$ cat src/qtsm_pkg.sv
// ----------------------------------------------------------------------------
// qtsm_pkg
// Shared widths, constants, pipeline word types and small arithmetic helpers
// for the quad torque saturation and mixing pipeline.
// ----------------------------------------------------------------------------
`default_nettype none

package qtsm_pkg;

	localparam int FRAC_BITS = 14;

	localparam int TORQUE_W = 16;
	localparam int DUTY_W   = 15;
	localparam int MAG_W    = TORQUE_W;
	// Sum of three magnitudes: two up to 2^15 and a yaw term up to one.
	localparam int SUM_W    = TORQUE_W + 1;
	// min(thrust, 1 - thrust) never exceeds one half.
	localparam int LIM_W    = FRAC_BITS;
	localparam int PROD_W   = MAG_W + LIM_W - 1;
	localparam int QUO_W    = LIM_W;
	localparam int MIX_W    = TORQUE_W + 3;
	localparam int NUM_AX   = 3;

	localparam int AX_ROLL  = 0;
	localparam int AX_PITCH = 1;
	localparam int AX_YAW   = 2;

	localparam logic [DUTY_W-1:0] ONE_Q           = DUTY_W'(1 << FRAC_BITS);
	localparam logic [DUTY_W-1:0] YAW_LIMIT_RESET = DUTY_W'(1311);

	typedef struct packed {
		logic [NUM_AX-1:0]            neg;
		logic [NUM_AX-1:0][MAG_W-1:0] mag;
		logic [DUTY_W-1:0]            thr;
		logic [LIM_W-1:0]             lim;
	} prep_t;

	typedef struct packed {
		logic [NUM_AX-1:0][SUM_W-1:0] rem;
		logic [NUM_AX-1:0][QUO_W-1:0] quo;
		logic [NUM_AX-1:0]            neg;
		logic [NUM_AX-1:0][MAG_W-1:0] mag;
		logic [DUTY_W-1:0]            thr;
		logic                         scaled;
		logic [SUM_W-1:0]             sum;
	} div_t;

	function automatic logic [MAG_W-1:0] mag_of(input logic signed [TORQUE_W:0] v);
		logic signed [TORQUE_W:0] a;
		a = v[TORQUE_W] ? -v : v;
		return a[MAG_W-1:0];
	endfunction

	function automatic logic signed [MAG_W:0] apply_sign(input logic neg,
			input logic [MAG_W-1:0] m);
		logic signed [MAG_W:0] e;
		e = $signed({1'b0, m});
		return neg ? -e : e;
	endfunction

	function automatic logic [DUTY_W-1:0] sat_duty(input logic signed [MIX_W-1:0] v);
		logic signed [MIX_W-1:0] one_e;
		one_e = $signed({{(MIX_W-DUTY_W){1'b0}}, ONE_Q});
		if (v < 0) begin
			return '0;
		end else if (v > one_e) begin
			return ONE_Q;
		end else begin
			return v[DUTY_W-1:0];
		end
	endfunction

endpackage

`default_nettype wire

$ cat src/qtsm_prep.sv
// ----------------------------------------------------------------------------
// qtsm_prep
// First stage: saturates thrust and yaw limit, clamps yaw, takes magnitudes
// and signs and forms the torque budget min(thrust, 1 - thrust).
// ----------------------------------------------------------------------------
`default_nettype none

module qtsm_prep import qtsm_pkg::*; (
	input  logic                       clk,
	input  logic                       arst_n,
	input  logic                       en,
	input  logic                       in_valid,
	input  logic signed [TORQUE_W-1:0] roll_torque,
	input  logic signed [TORQUE_W-1:0] pitch_torque,
	input  logic signed [TORQUE_W-1:0] yaw_torque,
	input  logic        [DUTY_W-1:0]   thrust,
	input  logic        [DUTY_W-1:0]   yaw_limit,
	output logic                       v_s1,
	output prep_t                      prep_s1
);

	logic        [DUTY_W-1:0] thr_sat;
	logic        [DUTY_W-1:0] ylim_sat;
	logic        [DUTY_W-1:0] one_minus;
	logic signed [TORQUE_W:0] yaw_ext;
	logic signed [TORQUE_W:0] ylim_pos;
	logic signed [TORQUE_W:0] ylim_neg;
	logic signed [TORQUE_W:0] yaw_clamp;
	prep_t                    prep_d;

	always_comb begin
		thr_sat   = (thrust > ONE_Q) ? ONE_Q : thrust;
		ylim_sat  = (yaw_limit > ONE_Q) ? ONE_Q : yaw_limit;
		one_minus = ONE_Q - thr_sat;

		yaw_ext  = $signed({yaw_torque[TORQUE_W-1], yaw_torque});
		ylim_pos = $signed({{(TORQUE_W+1-DUTY_W){1'b0}}, ylim_sat});
		ylim_neg = -ylim_pos;
		if (yaw_ext > ylim_pos) begin
			yaw_clamp = ylim_pos;
		end else if (yaw_ext < ylim_neg) begin
			yaw_clamp = ylim_neg;
		end else begin
			yaw_clamp = yaw_ext;
		end

		prep_d.neg[AX_ROLL]  = roll_torque[TORQUE_W-1];
		prep_d.neg[AX_PITCH] = pitch_torque[TORQUE_W-1];
		prep_d.neg[AX_YAW]   = yaw_clamp[TORQUE_W];
		prep_d.mag[AX_ROLL]  = mag_of($signed({roll_torque[TORQUE_W-1], roll_torque}));
		prep_d.mag[AX_PITCH] = mag_of($signed({pitch_torque[TORQUE_W-1], pitch_torque}));
		prep_d.mag[AX_YAW]   = mag_of(yaw_clamp);
		prep_d.thr           = thr_sat;
		prep_d.lim           = (one_minus < thr_sat) ? one_minus[LIM_W-1:0]
		                                             : thr_sat[LIM_W-1:0];
	end

	always_ff @(posedge clk or negedge arst_n) begin
		if (!arst_n) begin
			v_s1 <= 1'b0;
		end else if (en) begin
			v_s1 <= in_valid;
		end
	end

	always_ff @(posedge clk) begin
		if (en) begin
			prep_s1 <= prep_d;
		end
	end

endmodule

`default_nettype wire

$ cat config.mk
export PLATFORM = sky130hd
export DESIGN_NAME = qtsm_prep
export DESIGN_NICKNAME = d
export VERILOG_FILES = /design/src/qtsm_pkg.sv /design/src/qtsm_prep.sv
export SDC_FILE = /design/constraint.sdc
export NUM_CORES = 1
export LEC_CHECK = 0
export BUFFER_PORTS_ARGS = -buffer_cell sky130_fd_sc_hd__buf_2
export CORE_UTILIZATION = 53
export DETAILED_ROUTE_END_ITERATION = 6
export PLACE_DENSITY = 0.84
export SLEW_MARGIN = 20
export SYNTH_ARGS = -nofsm -noshare
export SYNTH_HDL_FRONTEND = slang
export SYNTH_SLANG_ARGS = --single-unit
$ cat constraint.sdc
create_clock -name clk -period 0.8 [get_ports clk]
set_input_delay 0.08 -clock clk [delete_from_list [all_inputs] [get_ports clk]]
set_output_delay 0.08 -clock clk [all_outputs]
set_load 0.01 [all_outputs]
==> results of run 1 <==
-- stage by stage --
step	hold slack, ns	area [um2]	utilization	std cells	TNS [ns]
3_3_place_gp	-0.146	8820	0.843	1079	-97.69
4_1_cts	0.00235	9870	0.943	1124	-94.18
2_1_floorplan	-0.216	6260	-	574	-79.45
3_5_place_dp	-0.136	8820	0.843	1079	-107.78
-- logic make-up after synthesis --
logic type / count (synthesis)
AO/OA/AOI/OAI: 149
XOR/XNOR: 50
adder cells (fa/ha/maj): 43
buffers and inverters: 48
flip-flops: 80
multiplexers: 7
AND/OR/NAND/NOR: 197
-- routing by layer --
layer,global-route usage,GRT overflow
met5,0.224,0
met4,0.718,0
met1,0.713,0
met3,0.551,0
met2,0.914,1
-- what timing repair did --
item / CTS
resized for setup: 137
hold buffers: 2
setup endpoints to repair: 135
hold endpoints to repair: 2
setup buffers: 35
cloned: 1
pin swaps: 63
==> metrics, run 1 <==
status did not finish; last step reached global routing (5_1_grt); error message [ERROR GRT-0116] Global routing finished with congestion. Check the congestion regions in the DRC Viewer.; Final Wtd Congestion 0.955; area leader, netlist edfxtp_1; simple-gate share of the synthesized area 0.183; GRT overflow 1; Initial Util 0.553; chip height 107 um; first-pass GRT wire length about 59 mm; number of global-route vias before repair just over 9000; CTS max path bufs 2; most common cell in the synthesized netlist edfxtp_1; clock root cell clkbuf_8; Synth Area in Adders 0.0929; Synth Area per Inst roughly 10 um2; largest net degree at the start of global routing 39; Rows 37; clk sinks 80; Post-synth EDFFs 79; flops & latches, synth 80; most common library cells after synthesis 79 x edfxtp_1, 65 x nand2_1, 43 x ha_1; top post-synthesis cells by area edfxtp_1 41%, ha_1 9.3%, xnor2_1 5.4%, nand2_1 4.2%, o21ai_0 3.4%; XOR/XNOR share of the synthesized area 0.0756; Cell variety after synth 81; global-route usage over all layers 0.722; cell area after synthesis 0.00579 mm2; Synth Area in Compound Gates 0.188; post-synthesis mux area share 0.0125; Yosys top cell area share 0.410; H-tree depth 3; Post-synth top flop edfxtp_1; Die Width between 100 and 150 um; Post-Syn Nets 699; HPWL after DPL 18.3 mm; main combinational cell family by area after synthesis compound AO/OA/AOI/OAI gates; Post-synth ARST share 0.0125; cells after synthesis 574; dpl ws -3.35 ns; Synth warnings 0; CTS buffer count 9; post-synthesis sequential area ratio 0.414; PortBufs 162; # IOs 163
==> run 2: changes to the inputs <==
Settings changed: CORE_UTILIZATION 53 to 40, PLACE_DENSITY 0.84 to not set, PLACE_DENSITY_LB_ADDON set to 0.15.
==> run 2 against run 1 <==
Synthesized cell count unchanged. The flow now finishes, with violations (negative setup slack). Synthesized area unchanged.
==> metrics, run 2 <==
flops & latches, synth 80 (unchanged); Hold Vio Cnt, Final 0; Power Density 1500 mW/mm2; M2 GR Usage 0.483; min cycle time layout around 3.8 ns; Design Area, Final 0.0103 mm2; core area 0.0140 mm2; Worst-Margin Slew between 0.7 and 0.8 ns; clock transition at the registers of the reported paths about 0.06 ns; Rows 43 (+16%); global-route usage over all layers 0.260; area leader, netlist edfxtp_1; slowest cell on the critical path or4_4; number of global-route vias before repair 6308; GRT overflow 0; max reg flops 79; first-pass GRT wire length around 30 mm; CP startpoint kind input pin; Clock Latency Late Sink between 0.3 and 0.4 ns; Post-Syn Nets 699 (unchanged); ant diodes 0; Synth Area per Inst 10.1 um2 (unchanged); Final Util 0.737; most common cell in the synthesized netlist edfxtp_1; PortBufs 162 (unchanged); area grow syn2layout 78.2%; dpl ws -3.34 ns (+0.00250 ns); Reg with most FFs prep_s1; worst vdd ir between 1 and 1.5 mV; most common library cells after synthesis 79 x edfxtp_1, 65 x nand2_1, 43 x ha_1; setup ws final -2.98 ns; GRT met1 Usage 0.296; final setup vio count 130; post-route ant nets 0; cells traversed along the worst timing path buf_6, nor4_4, nand4b_1, a21bo_4, or4_4, inv_2, ha_4, nand4_1, buf_4, nor2_2, o21ai_2, buf_4, a311oi_2, a31oi_1, a21oi_2, nand4_4, or3_4, o311ai_2; H-tree depth 3 (unchanged); Yosys top cell area share 0.410 (unchanged); CTS max path bufs 2 (unchanged); fin crit share 4.72; critical path type in2reg; largest fanout on the critical path 4; Final Wtd Congestion 0.908 (-5.0%); Max Fclk 265 MHz; worst path arrival time 3.93 ns; top post-synthesis cells by area edfxtp_1 41%, ha_1 9.3%, xnor2_1 5.4%, nand2_1 4.2%, o21ai_0 3.4%; CP required 0.95 ns; full die area 0.0150 mm2; Post-synth EDFFs 79 (unchanged); Filler Cell Count between 900 and 1000; placed inst area 0.00887 mm2 (+0.57%); Multi-input gate area ~0.0042 mm2; largest net degree at the start of global routing 39; nets ~1100; Die Width 122 um (+15%); Post-synth top flop edfxtp_1; # IOs 163 (unchanged); post-synthesis sequential area ratio 0.414 (unchanged); leakage 4.50 nW; DR pass1 iterations 4; Cell variety after synth 81 (unchanged); HP Class in2reg; failing checks negative setup slack; Crit path largest cell delay 0.49 ns; M3 GR Usage 0.0386; initial drt markers 374; FF+latch area 0.00240 mm2; clk sinks 80 (unchanged); chip height 122 um (+15%); RSZ-0062 raised after global routing yes; Placed Instances 1124 (+4.2%); gr busiest metal met2; cells after synthesis 574 (unchanged); Initial Util 0.414 (-0.139); HPWL after DPL 14.9 mm (-18%); cell area after synthesis 0.00579 mm2 (unchanged); status finished, violations left; DRC Markers 0; final std cells w/o fill between 1000 and 1500; CTS buffer count 9 (unchanged); DR WL/cell 17.3 um; Synth warnings 0 (unchanged); initial antenna violation count 0; CTS tree built; clock root cell clkbuf_16; Vias/cell 5.35; Max Slew Vio Count 0; CP dominant cell by count buf_4; Largest regs prep_s1: 79 flops, v_s1: 1 flops; Tot Pwr 15.5 mW; Max-Cap Viols 0; most frequent cells in the layout 222 x buf_4, 145 x buf_2, 79 x edfxtp_1; Post-synth ARST share 0.0125 (unchanged); Rel. slew slack 0.512; crit path capture type flop; layout cells sized above 1 0.606; Detailed Route WL 20.3 mm; DR vias 6290; reg2reg setup slack 0.03 ns; commonest non-fill, non-tap cell in the layout buf_4; Setup Skew 0 ns
-- run 2: cell counts after synthesis --
No cell type changed its count.
-- run 2: routing by layer --
| metal | up-vias | share of wire | routed length [um] |
|---|---|---|---|
| met5 | - | 0 | 0 |
| met4 | 0 | 0.028 | 559 |
| met3 | 41 | 0.052 | 1070 |
| met2 | 239 | 0.53 | 10700 |
| met1 | 2999 | 0.39 | 7940 |
| li1 | 3011 | - | - |
-- run 2: cells by family (layout without fill, tap and decap cells) --
kind of cell	Yosys count	in the layout	share of synthesized area
adders and majority gates	43	43	0.0929
muxes	7	7	0.0125
AOI/OAI and AO/OA	149	149	0.188
DFF	80	80	0.414
and+or+nand+nor	197	197	0.183
xor gates and xnor gates	50	50	0.0756
buffers and inverters	48	470	0.0337
-- run 2: worst max-delay path: cells and delay by family --
kind                     cells  cell delay [ns]
adder cells (fa/ha/maj)      1             0.15
AND/OR/NAND/NOR              7             1.81
AO/OA/AOI/OAI                6             1.27
buffers and inverters        4             0.59
-- run 2: final timing paths --
check                                start           to  cells past startpoint
setup / recovery              yaw_limit[7]  prep_s1[76]                     18
hold / removal             pitch_torque[0]  prep_s1[45]                      2
setup reg to reg                      v_s1         v_s1                      1
hold reg to reg                       v_s1         v_s1                      1
max in group asynchronous           arst_n         v_s1                      2
min in group asynchronous           arst_n         v_s1                      2
-- run 2: layout make-up --
cell class | count | area share
Tap cell | 180 | 0.0218
Multi-Input combinational cell | 446 | 0.407
Inverter | 31 | 0.0139
Timing Repair Buffer | 423 | 0.297
Sequential cell | 80 | 0.232
Clock inverter | 6 | 0.00582
Clock buffer | 10 | 0.0222
-- run 2: repair_timing --
action	4_1_cts	5_1_grt
pin swaps	47	52
setup endpoints to repair	132	133
hold endpoints to repair	2	0
hold buffers	2	0
buffers inserted	27	19
gates resized for setup	107	91
-- run 2: power by group --
group          internal, mW  leakage, nW  switching, mW
sequential             5.26        0.781          0.147
combinational          3.03         3.58           3.02
clock                  2.40        0.140           1.63
total                  10.7         4.50           4.80
-- run 2: through the flow --
stage                     hold WS [ns]  setup TNS [ns]
final                           0.0332          -87.57
after global routing            0.0226          -95.00
after CTS                       0.0216          -86.41
after detailed placement        -0.130         -102.56
after global placement          -0.134          -99.83
after floorplan                 -0.216          -79.45
No activity file was read; power rests on OpenSTA's default activity.
==> run 3: changes to the inputs <==
Settings changed: CORE_ASPECT_RATIO set to 0.6.
==> run 3 against run 2 <==
The flow finishes with violations (negative hold slack, negative setup slack). Fmax increased by 0.24%. Total power increased by 3.3%. Critical path depth is 2 lower. Sequential share of layout area fell by 0.16 points. Critical endpoint unchanged.
==> metrics, run 3 (synthesized netlist as in run 2, its figures left out) <==
Rel. slew slack 0.570 (+0.0578); largest net degree at the start of global routing 29 (-26%); Multi-input gate area 0.00420 mm2 (about the same); Hold Vio Cnt, Final 1 (+1); H-tree depth 3 (unchanged); PortBufs 162 (unchanged); GRT overflow 0 (unchanged); Clock Latency Late Sink 0.33 ns (about the same); area grow syn2layout 79.4%; final setup vio count 133 (+2.3%); critical path type in2reg; Final Wtd Congestion 0.995 (+9.6%); worst path arrival time 3.92 ns (about the same); Filler Cell Count 954 (-1.3%); Reg with most FFs prep_s1; Die Width 157 um (+29%); first-pass GRT wire length 32.7 mm (+7.8%); initial drt markers 331 (-11%); CTS buffer count 9 (unchanged); Largest regs prep_s1: 79 flops, v_s1: 1 flops; initial antenna violation count 1 (+1); Setup Skew 0 ns (unchanged); HP Class in2reg; max reg flops 79 (unchanged); # IOs 163 (unchanged); most frequent cells in the layout 233 x buf_4, 148 x buf_2, 79 x edfxtp_1; fin crit share 4.71 (-0.0114); clock transition at the registers of the reported paths 0.06 ns (about the same); nets 1124 (+0.72%); core area 0.0139 mm2 (-0.82%); crit path capture type flop; Placed Instances 1140 (+1.4%); RSZ-0062 raised after global routing yes; CP startpoint kind input pin; clock root cell clkbuf_16; HPWL after DPL 16.1 mm (+7.9%); commonest non-fill, non-tap cell in the layout buf_4; DR vias 6435 (+2.3%); failing checks negative hold slack, negative setup slack; min cycle time layout 3.77 ns (-0.00913 ns); Power Density 1540 mW/mm2 (+2.5%); global-route usage over all layers 0.288 (+0.0280); CTS tree built; CTS max path bufs 2 (unchanged); Rows 33 (-23%); WHS -0.00377 ns (-0.0370 ns); DR WL/cell 18.4 um (+6.6%); setup ws final -2.97 ns (+0.00913 ns); Max-Cap Viols 0 (unchanged); Tot Pwr 16.0 mW (+3.3%); Max Slew Vio Count 0 (unchanged); Initial Util 0.417 (+0.00343); worst vdd ir 1.31 mV (-12%); number of global-route vias before repair 6335 (+0.43%); DRC Markers 0 (unchanged); leakage 4.53 nW (+0.65%); largest fanout on the critical path 8 (+4); Max Fclk 265 MHz (+0.24%); final std cells w/o fill 1196 (+1.7%); status finished, violations left; Worst-Margin Slew 0.639 ns (-0.0834 ns); CP required 0.96 ns (about the same); layout cells sized above 1 0.606 (about the same); clk sinks 80 (unchanged); full die area 0.0150 mm2 (+0.10%); post-route ant nets 0 (unchanged); DR pass1 iterations 5 (+1); FF+latch area 0.00240 mm2 (unchanged); chip height 95.2 um (-22%); Detailed Route WL 22.0 mm (+8.5%); Vias/cell 5.38 (+0.59%)
[run 3: cell count changes in the layout (fill, tap and decap cells not counted), sizes merged]
cell and delta:
clkinv -2, dlygate4sd3 -1, buf +10, clkinvlp -1, bufinv +1, diode +1
[run 3: layer usage]
metal  wire length [um]  up-vias  global-route usage
met4                345        0              0.0688
met1               9710     3103               0.380
met3               2210       34               0.117
met5                  0        -                   0
met2               9770      266               0.439
li1                   -     3032                   -
[run 3: per-stage QoR]
stage	utilization	cell area (um2)	setup WS, ns	TNS (ns)
2_1_floorplan	-	6260	-2.94	-79.45
3_3_place_gp	0.644	8930	-3.40	-101.16
3_5_place_dp	0.644	8930	-3.49	-104.92
4_1_cts	0.716	9940	-2.87	-89.27
5_1_grt	0.749	10400	-3.07	-99.12
6_report	0.749	10400	-2.97	-91.19
[run 3: area by class of cell]
| class | instances | area share |
|---|---|---|
| Tap cell | 192 | 0.0231 |
| Multi-Input combinational cell | 446 | 0.404 |
| Clock buffer | 11 | 0.0224 |
| Clock inverter | 4 | 0.00675 |
| Inverter | 31 | 0.0141 |
| Sequential cell | 80 | 0.231 |
| Antenna cell | 1 | 0.000241 |
| Timing Repair Buffer | 431 | 0.298 |
[run 3: path summary, 6_finish.rpt]
path	cells after the start	from	slack, ns	end
max in group asynchronous	2	arst_n	0.66	v_s1
worst min register to register	2	v_s1	0.65	v_s1
worst max register to register	2	v_s1	-0.09	v_s1
worst max-delay path	16	yaw_limit[3]	-2.97	prep_s1[76]
worst min-delay path	2	in_valid	-0.004	v_s1
min in group asynchronous	2	arst_n	0.05	v_s1
[run 3: worst max-delay path, cell delays in order]
cell	delay (ns)
buf_6	0.11
nor4_4	0.34
o21ai_2	0.12
or4b_4	0.49
o21ai_2	0.08
ha_1	0.26
a21o_1	0.19
a2111oi_4	0.33
buf_4	0.19
o2bb2ai_4	0.12
nor3_4	0.39
a41o_1	0.27
a22oi_2	0.08
or2_1	0.25
or3_4	0.37
o311ai_2	0.21
[run 3: where the power goes]
part,leakage (nW),internal [mW],switching (mW),total [mW]
Sequential,0.781,5.26,0.147,5.40
Combinational,3.60,3.09,3.22,6.31
Clock,0.149,2.71,1.57,4.28
Total,4.53,11.1,4.94,16.0
[run 3: timing repair]
item	in CTS	in global routing
resized for setup	108	80
endpoints found under the setup margin	132	133
endpoints found under the hold margin	1	0
buffers inserted	40	14
hold buffers	1	0
pin swaps	57	53
==> run 4: changes to the inputs <==
Settings changed: CELL_PAD_IN_SITES_DETAIL_PLACEMENT set to 1, CELL_PAD_IN_SITES_GLOBAL_PLACEMENT set to 2, CORE_UTILIZATION 40 to 32.
==> run 4 against run 3 <==
The flow finishes with violations (negative setup slack). Worst hold slack improved by 0.041 ns. Clock power up 7.0%. Critical path depth is 1 higher. Sequential power barely moved. Die area increased by 25%. Sequential cell count is the same. Critical path type unchanged. First-iteration DRC count up 23%. Routed wire length grew 25%.
==> metrics, run 4 (synthesized netlist as in run 2, its figures left out) <==
status finished, violations left; failing checks negative setup slack; global-route usage over all layers 0.282 (-0.00627); RSZ-0062 raised after global routing yes; Worst-Margin Slew 0.644 ns (+0.00497 ns); final setup vio count 132 (-0.75%); Worst path top cell family by delay compound AO/OA/AOI/OAI gates; Crit path largest cell delay 0.55 ns (+0.06 ns); first-pass GRT wire length 39.8 mm (+22%); CP required 0.97 ns (about the same); CP startpoint kind input pin; Filler Cell Count 1908 (+100%); Largest regs prep_s1: 79 flops, v_s1: 1 flops; FF+latch area 0.00240 mm2 (unchanged); sw power 5.40 mW (+9.5%); Buf/Inv on CP 3 (+1); Reg with most FFs prep_s1; Initial Util 0.333 (-0.0847); DR pass1 iterations 4 (-1); CP dominant cell by count buf_4; CTS max path bufs 2 (unchanged); CTS tree built; DR vias 6640 (+3.2%); initial drt markers 406 (+23%); ant diodes 0 (-1); Clock Latency Late Sink 0.33 ns (about the same); Max-Cap Viols 0 (unchanged); Hold Vio Cnt, Final 0 (-1); crit path capture type flop; Multi-input gate area 0.00426 mm2 (+1.3%); nets 1146 (+2.0%); Rel. slew slack 0.566 (-0.00392); setup ws final -3.18 ns (-0.216 ns); Max Slew Vio Count 0 (unchanged); largest fanout on the critical path 8 (unchanged); largest net degree at the start of global routing 25 (-14%); dpl ws -3.48 ns (+0.0140 ns); leakage 4.72 nW (+4.1%); core area 0.0174 mm2 (+25%); critical path type in2reg; Seq pwr share 0.328 (-0.010); combinational fraction of design power 0.395 (about the same); WHS 0.0374 ns (+0.0411 ns); clock power share 0.277 (+0.009); full die area 0.0187 mm2 (+25%); Final Util 0.616 (-0.132); fin crit share 4.98 (+0.270); area grow syn2layout 85.3%; H-tree depth 3 (unchanged); CTS buffer count 9 (unchanged); Detailed Route WL 27.5 mm (+25%); chip height 106 um (+12%); commonest non-fill, non-tap cell in the layout buf_4; slowest cell on the critical path or4b_4; Setup Skew 0 ns (unchanged); HP Class in2reg; layout cells sized above 1 0.620 (+0.0137); min cycle time layout 3.98 ns (+0.216 ns); initial antenna violation count 0 (-1); clk sinks 80 (unchanged); Int Pwr 11.1 mW (+0.79%); worst vdd ir 0.954 mV (-27%); Rows 37 (+12%); switch share 0.326 (+0.0179); post-route ant nets 0 (unchanged); DRC Markers 0 (unchanged); clock transition at the registers of the reported paths 0.07 ns (about the same); # IOs 163 (unchanged); PortBufs 162 (unchanged); Max Fclk 251 MHz (-5.4%); Vias/cell 5.27 (-2.1%); HPWL after DPL 19.8 mm (+23%); max reg flops 79 (unchanged); most frequent cells in the layout 259 x buf_4, 141 x buf_2, 79 x edfxtp_1; worst path arrival time 4.15 ns (+0.23 ns); Die Width 176 um (+12%); cells traversed along the worst timing path buf_8, nor4_4, buf_4, nor2_2, or4b_4, o21ai_4, ha_4, a21o_1, a2111oi_4, buf_4, o2bb2ai_4, o31a_1, o31ai_4, a21boi_4, nand4_4, or3_4, o311ai_2; GRT overflow 0 (unchanged); Final Wtd Congestion 0.943 (-5.2%); Tot Pwr 16.5 mW (+3.5%); Power Density 1540 mW/mm2 (+0.19%); clock root cell clkbuf_16; number of global-route vias before repair 7007 (+11%); DR WL/cell 21.9 um (+19%)
[run 4: cell types whose count changed in the layout (fill, tap and decap cells not counted), moves of 4 or more]
| cell | before | now |
|---|---|---|
| buf_2 | 148 | 141 |
| buf_4 | 233 | 259 |
| buf_6 | 42 | 36 |
| nand2_4 | 4 | 9 |
| nor2_4 | 7 | 3 |
[run 4: layout make-up]
cell class              instances  share of cell area
repair buffers                452               0.309
inverters                      31              0.0136
clock buffers                  10              0.0213
clock inverters                 6             0.00840
well taps                     234              0.0273
flip-flops and latches         80               0.223
multi-input cells             447               0.397
[run 4: layer usage]
| layer | routed length (um) | global-route usage |
|---|---|---|
| met1 | 12800 | 0.396 |
| met2 | 12600 | 0.449 |
| met3 | 1720 | 0.0597 |
| met4 | 466 | 0.0466 |
| met5 | 0 | 0 |
[run 4: path summary, 6_finish.rpt]
check / start / endpoint / slack [ns] / cells after the start
max: yaw_limit[7] / prep_s1[76] / -3.18 / 17
min: pitch_torque[0] / prep_s1[45] / 0.04 / 2
max reg2reg: v_s1 / v_s1 / -0.09 / 2
min reg2reg: v_s1 / v_s1 / 0.62 / 2
max in group asynchronous: arst_n / v_s1 / 0.60 / 2
min in group asynchronous: arst_n / v_s1 / 0.11 / 2
[run 4: metrics by stage]
| step | instances | cell area (um2) | TNS [ns] |
|---|---|---|---|
| 2_1_floorplan | 574 | 6260 | -79.45 |
| 3_3_place_gp | 1191 | 9090 | -101.72 |
| 3_5_place_dp | 1191 | 9090 | -106.38 |
| 4_1_cts | 1245 | 10200 | -91.37 |
| 5_1_grt | 1260 | 10700 | -101.81 |
| 6_report | 1260 | 10700 | -94.19 |
[run 4: power by group through the flow]
stage	Sequential (mW)	Combinational [mW]	Clock, mW
floorplan	5.76	2.12	0
global placement	5.47	5.12	0
detailed placement	5.51	5.33	0
CTS	5.43	5.91	4.64
global route	5.48	6.92	4.79
finish	5.43	6.54	4.58
[run 4: what timing repair did]
| item | in CTS | in global routing |
|---|---|---|
| pin swaps | 40 | 57 |
| gates cloned | 1 | 0 |
| endpoints found under the hold margin | 2 | 1 |
| endpoints found under the setup margin | 134 | 136 |
| buffers inserted | 39 | 26 |
| resized for setup | 113 | 88 |
| hold buffers | 2 | 1 |
